===== config.mk =====
export PLATFORM = sky130hd
export DESIGN_NAME = bba_ctrl
export DESIGN_NICKNAME = d
export VERILOG_FILES = /design/src/rtl/core/bba_pkg.sv /design/src/rtl/core/bba_ctrl.sv
export SDC_FILE = /design/constraint.sdc
export NUM_CORES = 1
export LEC_CHECK = 0
export BUFFER_PORTS_ARGS = -buffer_cell sky130_fd_sc_hd__buf_2
export CORE_MARGIN = 2
export CORE_UTILIZATION = 35
export CTS_CLUSTER_DIAMETER = 50
export DETAILED_ROUTE_END_ITERATION = 16
export GPL_TIMING_DRIVEN = 0
export PLACE_DENSITY = 0.67
export SLEW_MARGIN = 20
export SYNTH_ARGS = -nofsm -noshare
export SYNTH_HDL_FRONTEND = slang
export SYNTH_SLANG_ARGS = --single-unit

===== constraint.sdc =====
create_clock -name i_clk -period 1.5 [get_ports i_clk]
set_input_delay 0.3 -clock i_clk [delete_from_list [all_inputs] [get_ports i_clk]]
set_output_delay 0.3 -clock i_clk [all_outputs]
set_load 0.01 [all_outputs]

===== src/rtl/core/bba_pkg.sv =====
// ----------------------------------------------------------------------------
// bba_pkg
// Shared types and constants of the buddy block allocator.
// ----------------------------------------------------------------------------
package bba_pkg;

    localparam int PoolUnitsDef = 1024;
    localparam int OpW          = 1;
    localparam int ReqW         = 11;
    localparam int OffW         = 10;

    localparam logic OP_ALLOC = 1'b0;
    localparam logic OP_FREE  = 1'b1;

    localparam logic STS_OK   = 1'b0;
    localparam logic STS_FAIL = 1'b1;

    typedef enum logic [1:0] {
        ND_ABSENT = 2'd0,
        ND_FREE   = 2'd1,
        ND_USED   = 2'd2,
        ND_SPLIT  = 2'd3
    } t_node;

    typedef enum logic [4:0] {
        S_CLEAR, S_IDLE,
        S_A_RD, S_A_EV, S_A_WL, S_A_WR, S_A_DN, S_A_BK,
        S_F_RD, S_F_EV, S_F_UP,
        S_M_RDL, S_M_RDR, S_M_CHK, S_M_WL, S_M_WR, S_M_WP,
        S_FIN_FAIL, S_FIN_AOK, S_FIN_FOK
    } t_state;

    typedef enum logic [4:0] {
        CMD_NONE, CMD_CLR, CMD_LOAD, CMD_READ, CMD_READ_L, CMD_READ_R,
        CMD_DOWN_L, CMD_DOWN_T, CMD_BACK, CMD_UP,
        CMD_WR_SPLIT, CMD_WR_USED, CMD_WR_FREE,
        CMD_WR_CL_FREE, CMD_WR_CR_FREE, CMD_WR_CL_ABS, CMD_WR_CR_ABS,
        CMD_FIN_FAIL, CMD_FIN_AOK, CMD_FIN_FOK
    } t_cmd;

    typedef struct packed {
        logic  clear_last;
        t_node st;
        logic  child_ok;
        logic  fits;
        logic  can_split;
        logic  off_match;
        logic  is_left;
        logic  at_root;
        logic  idx_zero;
        logic  both_free;
        logic  res_room;
    } t_dp_sts;

endpackage


===== src/rtl/core/bba_ctrl.sv =====
// ----------------------------------------------------------------------------
// bba_ctrl
// Sequencer: issues datapath commands, one tree step per cycle; it holds at finish while an unread result waits.
// ----------------------------------------------------------------------------
module bba_ctrl
    import bba_pkg::*;
(
    input  logic    i_clk,
    input  logic    i_rst_n,
    input  logic    i_in_valid,
    input  logic    i_in_op,
    input  t_dp_sts i_sts,
    output logic    o_in_ready,
    output t_cmd    o_cmd
);

    t_state r_state;
    t_state n_state;
    logic   accept;

    assign accept = i_in_valid && (r_state == S_IDLE);

    always_ff @(posedge i_clk) begin
        if (!i_rst_n) begin
            r_state <= S_CLEAR;
        end else begin
            r_state <= n_state;
        end
    end

    always_comb begin
        n_state = r_state;
        unique case (r_state)
            S_CLEAR: if (i_sts.clear_last) n_state = S_IDLE;
            S_IDLE: begin
                if (accept) n_state = (i_in_op == OP_FREE) ? S_F_RD : S_A_RD;
            end
            S_A_RD: n_state = S_A_EV;
            S_A_EV: begin
                if (i_sts.st == ND_SPLIT) begin
                    n_state = i_sts.child_ok ? S_A_RD : S_A_BK;
                end else if (i_sts.st == ND_FREE && i_sts.fits) begin
                    n_state = (i_sts.can_split && i_sts.child_ok) ? S_A_WL : S_FIN_AOK;
                end else begin
                    n_state = S_A_BK;
                end
            end
            S_A_WL: n_state = S_A_WR;
            S_A_WR: n_state = S_A_DN;
            S_A_DN: n_state = S_A_RD;
            S_A_BK: begin
                if (i_sts.at_root)      n_state = S_FIN_FAIL;
                else if (i_sts.is_left) n_state = S_A_RD;
            end
            S_F_RD: n_state = S_F_EV;
            S_F_EV: begin
                if (i_sts.st == ND_SPLIT && i_sts.child_ok)       n_state = S_F_RD;
                else if (i_sts.st == ND_USED && i_sts.off_match)  n_state = S_F_UP;
                else                                              n_state = S_FIN_FAIL;
            end
            S_F_UP:  n_state = S_M_RDL;
            S_M_RDL: n_state = i_sts.idx_zero ? S_FIN_FOK : S_M_RDR;
            S_M_RDR: n_state = S_M_CHK;
            S_M_CHK: n_state = i_sts.both_free ? S_M_WL : S_FIN_FOK;
            S_M_WL:  n_state = S_M_WR;
            S_M_WR:  n_state = S_M_WP;
            S_M_WP:  n_state = S_F_UP;
            S_FIN_FAIL, S_FIN_AOK, S_FIN_FOK: begin
                if (i_sts.res_room) n_state = S_IDLE;
            end
            default: n_state = S_CLEAR;
        endcase
    end

    always_comb begin
        o_cmd      = CMD_NONE;
        o_in_ready = 1'b0;
        unique case (r_state)
            S_CLEAR: o_cmd = CMD_CLR;
            S_IDLE: begin
                o_in_ready = 1'b1;
                if (accept) o_cmd = CMD_LOAD;
            end
            S_A_RD, S_F_RD: o_cmd = CMD_READ;
            S_A_EV: begin
                if (i_sts.st == ND_SPLIT) begin
                    if (i_sts.child_ok) o_cmd = CMD_DOWN_L;
                end else if (i_sts.st == ND_FREE && i_sts.fits) begin
                    o_cmd = (i_sts.can_split && i_sts.child_ok) ? CMD_WR_SPLIT : CMD_WR_USED;
                end
            end
            S_A_WL: o_cmd = CMD_WR_CL_FREE;
            S_A_WR: o_cmd = CMD_WR_CR_FREE;
            S_A_DN: o_cmd = CMD_DOWN_L;
            S_A_BK: if (!i_sts.at_root) o_cmd = CMD_BACK;
            S_F_EV: begin
                if (i_sts.st == ND_SPLIT && i_sts.child_ok)      o_cmd = CMD_DOWN_T;
                else if (i_sts.st == ND_USED && i_sts.off_match) o_cmd = CMD_WR_FREE;
            end
            S_F_UP:  o_cmd = CMD_UP;
            S_M_RDL: if (!i_sts.idx_zero) o_cmd = CMD_READ_L;
            S_M_RDR: o_cmd = CMD_READ_R;
            S_M_CHK: o_cmd = CMD_NONE;
            S_M_WL:  o_cmd = CMD_WR_CL_ABS;
            S_M_WR:  o_cmd = CMD_WR_CR_ABS;
            S_M_WP:  o_cmd = CMD_WR_FREE;
            S_FIN_FAIL: if (i_sts.res_room) o_cmd = CMD_FIN_FAIL;
            S_FIN_AOK:  if (i_sts.res_room) o_cmd = CMD_FIN_AOK;
            S_FIN_FOK:  if (i_sts.res_room) o_cmd = CMD_FIN_FOK;
            default: o_cmd = CMD_NONE;
        endcase
    end

endmodule


* After elaboration in Yosys (flattened, before gate mapping)
Cells that the tools add are included.
Cells by class: bitwise logic cells 0, eq/ne operators 26, div/mod/pow operators 0, muxes and demuxes 29, magnitude comparators 0, add/subtract/negate cells 0, reduce and logical (&&, ||, !) cells 9, shifts and indexed selects 0, multipliers 0
Operator list (count):
- $pmux W5 S18 | 2
- $mux W5 | 16
- $eq A5 B4 Y1 const B | 8
- $eq A5 B3 Y1 const B | 4
- $eq A5 B5 Y1 const B | 4
- $mux W4 | 5
- $eq A5 B2 Y1 const B | 2
- $mux W3 | 3
- $ne A2 B2 Y1 const B | 3
- $eq A5 B1 Y1 const B | 1
- $logic_and A1 B1 Y1 | 5
- $logic_not A5 Y1 | 1
- $eq A2 B2 Y1 const B | 2
- $reduce_and A4 Y1 | 1
- $ne A3 B3 Y1 const B | 1
- $reduce_or A3 Y1 | 1
- $eq A2 B1 Y1 const B | 1
- $mux W1 | 2
- $mux W2 | 1
- $reduce_or A2 Y1 | 1
Word-level totals: memories kept 0, bits in registers 5, output and inout port bits 6, latch bits 0, word-level logic and storage cells 65, input bits 16, bits in writable memories 0, bits in read-only memories 0

* Depth between registers and ports, before layout
depth in word-level cells 5, gate-level depth with buffers 6, gate-level depth less buffers 5

* Worst setup path before layout
OpenSTA, ideal clock, no wires.
path type register to output, start point register r_state[3], end point output o_cmd[2], setup slack -200 ps, buffers on the path 2, arrival time 1400 ps, data required time 1200 ps, stages on the path, launching flop included 7, path through dfxtp_1 -> buf_4 -> clkbuf_1 -> xnor2_1 -> nor4b_1 -> a31oi_1 -> o211ai_1
Between the ends: word-level cells in the longest chain between the ends 3, elaborated cells on any way between the ends 21
RTL lines:
- start, declared | RTL line bba_ctrl.sv:17 | t_state r_state;
- start signal, assigned | RTL line bba_ctrl.sv:27 | r_state <= n_state;
- $eq A5 B2 Y1 or $eq A5 B4 Y1 (tied branches) | RTL line bba_ctrl.sv:78 | unique case (r_state)
- $reduce_or A2 Y1 | RTL line bba_ctrl.sv:78
- $pmux W5 S18 (*) | RTL line bba_ctrl.sv:78
- end, declared | RTL line bba_ctrl.sv:14 | output t_cmd o_cmd
Every way passes the cells marked *; elsewhere a longest branch is shown, timed or not.

* Final worst setup path
start point register r_state[2], end point output o_cmd[2]
Same word-level chain as after synthesis.

==> results.toml <==
[synth]
yosys_warnings = 0
synth_edf_count = 0
synth_area_leaders = "dfxtp_1, o21ai_0, nand2_1, a31oi_1, nor2_1"
avgSynthCellArea_um2 = 6.62
synthDistinctLibCells = 49
synth_top_area_share_pct = 11.9
synth_nets = 143
syn_inst = 127
synthArstFlopShare_pct = 0
yosys_register_bits = 5
synth_seq_area_share_pct = 11.9
synth_top_cell_by_area = "dfxtp_1"
synth_area_um2 = 841
synth_ff_type = "dfxtp_1"

[clock_network]
worstSkewPairLatency_ns = 0.23
clkTransAtPathRegs_ns = 0.04
cts_tree = "built"
cts_buffers = 3
clkSinkCount = 5
cts_buffer_depth = 2
htree_levels = 1
cts-root-buf = "clkbuf_4"

[sta]
finClkSkew_ns = 0.00195
fmax_ghz = 0.497
slew_violations = 0
whs_ns = 0.304
hold_viol = 0
setup_violations = 11
tns_ns = -3.15
period_share_pct = 134
fin_ws_ns = -0.511
slew_headroom_pct = 74.8
worst_pin_slew_ns = 0.374
rsz0062_at_grt = "yes"
finalCriticalPeriod_ns = 2.01

[setup_path]
required_ns = 1.20
critical_path_class = "reg2out"
cp-start-kind = "flip-flop"
critPathCaptureType = "output pin"
rrSetupSlack_ns = -0.28
cp_slowest_cell = "or4b_4"
reg2reg_to = "r_state[3]$_SDFFE_PN0P_"
r2r_start = "r_state[0]$_SDFFE_PN0P_"
path_max_fanout = 6
reg2reg_depth = 6
cpPeakStageDelay_ns = 0.48
crit_path_cell_trace = "buf_6 -> or4b_4 -> a21oi_2 -> a31oi_2 -> o211ai_1 -> buf_2"
worst-endpoint-arrival_ns = 1.71

[power]
p_sw_uw = 857
vdd_drop_max_mv = 0.981
comb_power_share_pct = 82.0
switching_share_pct = 43.2
cellPowerDensity_mw_per_mm2 = 1280
p_leak_uw = 0.000602
p_int_uw = 1130
pwr-share-clk_pct = 7.4
seqPwrFrac_pct = 10.5

[cells_and_area]
drive_above_1_share_pct = 58.0
areaGrowthSynthToFinish_pct = 84.2
top_register = "r_state"
reg.largest.list = "r_state (5)"
fin_nets = 198
design_area_mm2 = 0.00155
diodes = 0
largest_register_ffs = 5
fin_util_pct = 69.4

[routing]
routed_wirelength_mm = 3.79
drc = 0
wire_per_inst_um = 18.1
detail-route-antenna-nets = 0
vias = 1304
viasPerCell = 6.24
drt-pass1-iter-count = 4
initialDrtViolationCount = 61

[placed_design]
hpwl_mm = 2.26
dpl_cell_area_mm2 = 0.00104
dp_slack_ns = -0.482
gp_congestion = 0.940
io_buffers = 21

[job]
cap_violations = 0

[die]
start_util_pct = 37.6
rows = 17
ios = 22
die_w_um = 53.0
core_area_mm2 = 0.00223
die-area_mm2 = 0.00281
die_h_um = 53.0

[min_path]
hold-path-cell-count = 2
min_path_type = "in2reg"
worstHoldEndpoint = "r_state[2]$_SDFFE_PN0P_"
hold_start = "i_rst_n"

[global_routing]
grt_pass1_wl_mm = 5.90
grt_pass1_vias = 1242
antenna_found_initial = 0
globalRoute.totalOverflow = 0
grt_max_degree = 11
grt_usage_pct = 29.2

[outcome]
outcome = "finished with violations"
violations = "negative setup slack"
[timing repair]
action	CTS	global route
pin swaps	12	14
gates resized for setup	44	22
hold buffers	0	0
setup buffers	18	11
setup endpoints to repair	11	11
cloned	1	0
[how the worst max path moves through the flow]
stage	start	to	slack [ns]	depth (start not counted)
after floorplan	r_state[3]$_SDFFE_PN0P_	o_cmd[3]	-0.09	5
after global placement	r_state[0]$_SDFFE_PN0P_	o_cmd[0]	-0.48	7
after detailed placement	r_state[0]$_SDFFE_PN0P_	o_cmd[0]	-0.48	7
after CTS	r_state[2]$_SDFFE_PN0P_	o_cmd[2]	-0.52	6
after global routing	r_state[3]$_SDFFE_PN0P_	o_cmd[2]	-0.56	6
final	r_state[2]$_SDFFE_PN0P_	o_cmd[2]	-0.51	6
[final cells by class]
cell class	count	area (µm²)
Fill cell	172	684
Inverter	6	26.3
Multi-Input combinational cell	106	871
Tap cell	28	35.0
Sequential cell	5	111
Timing Repair Buffer	50	353
Buffer	10	126
Clock buffer	4	26.3
[cells by family after synthesis]
| group | Yosys count | synth area share [%] |
|---|---|---|
| AOI/OAI and AO/OA | 44 | 38.0 |
| xor gates and xnor gates | 1 | 1.04 |
| DFF | 5 | 11.9 |
| buffers and inverters | 16 | 8.93 |
| and+or+nand+nor | 61 | 40.2 |
[power by group through the flow]
stage / Sequential [µW] / Clock [µW] / Combinational (µW)
finish: 209 / 148 / 1630
global placement: 202 / 0 / 935
detailed placement: 203 / 0 / 936
CTS: 206 / 156 / 1390
floorplan: 194 / 0 / 706
global route: 214 / 160 / 1710
[worst max-delay path, delay by kind of cell (launching register included)]
kind                   cells  cell delay, ns
AO/OA/AOI/OAI              3            0.34
buffers and inverters      2            0.30
flip-flops                 1            0.35
AND/OR/NAND/NOR            1            0.48
[metrics by stage]
stage | power, µW | instances
after floorplan | 900 | 127
after global placement | 1140 | 176
after detailed placement | 1140 | 176
after CTS | 1750 | 199
after global routing | 2090 | 209
final | 1980 | 209
[placed cells by master (no fill, tap or decap), types with 3 or more instances in the layout]
cell type | synthesis | routed
inv_1 | 6 | 3
nor2_4 | 0 | 3
buf_2 | 3 | 21
nor2_1 | 10 | 6
nand2_1 | 12 | 10
buf_6 | 1 | 13
nand2b_1 | 4 | 3
dfxtp_2 | 0 | 3
buf_4 | 1 | 23
nand3_1 | 5 | 4
a31oi_1 | 6 | 4
clkbuf_4 | 0 | 3
and2_1 | 3 | 3
o21ai_0 | 10 | 8
nor3_1 | 6 | 4
a21oi_1 | 6 | 4
[layer usage]
metal	vias to the layer above	part of all wire [%]	wire length, µm	global-route usage [%]
met5	-	0	0	0
met4	0	2.6	99	14.1
met3	13	8.2	311	5.65
met2	72	51	1930	50.8
met1	623	38	1450	33.8
li1	596	-	-	-
[cell usage after synthesis, types with 3 or more instances]
master	n
and2_1	3
buf_2	3
dfxtp_1	5
a31oi_1	6
nor2b_1	3
a21oi_1	6
nand2_1	12
o21ai_0	10
clkbuf_1	4
nand2b_1	4
inv_1	6
nor4_1	3
nor2_1	10
nand3_1	5
nor3_1	6
Power figures use the tool's default switching activity.
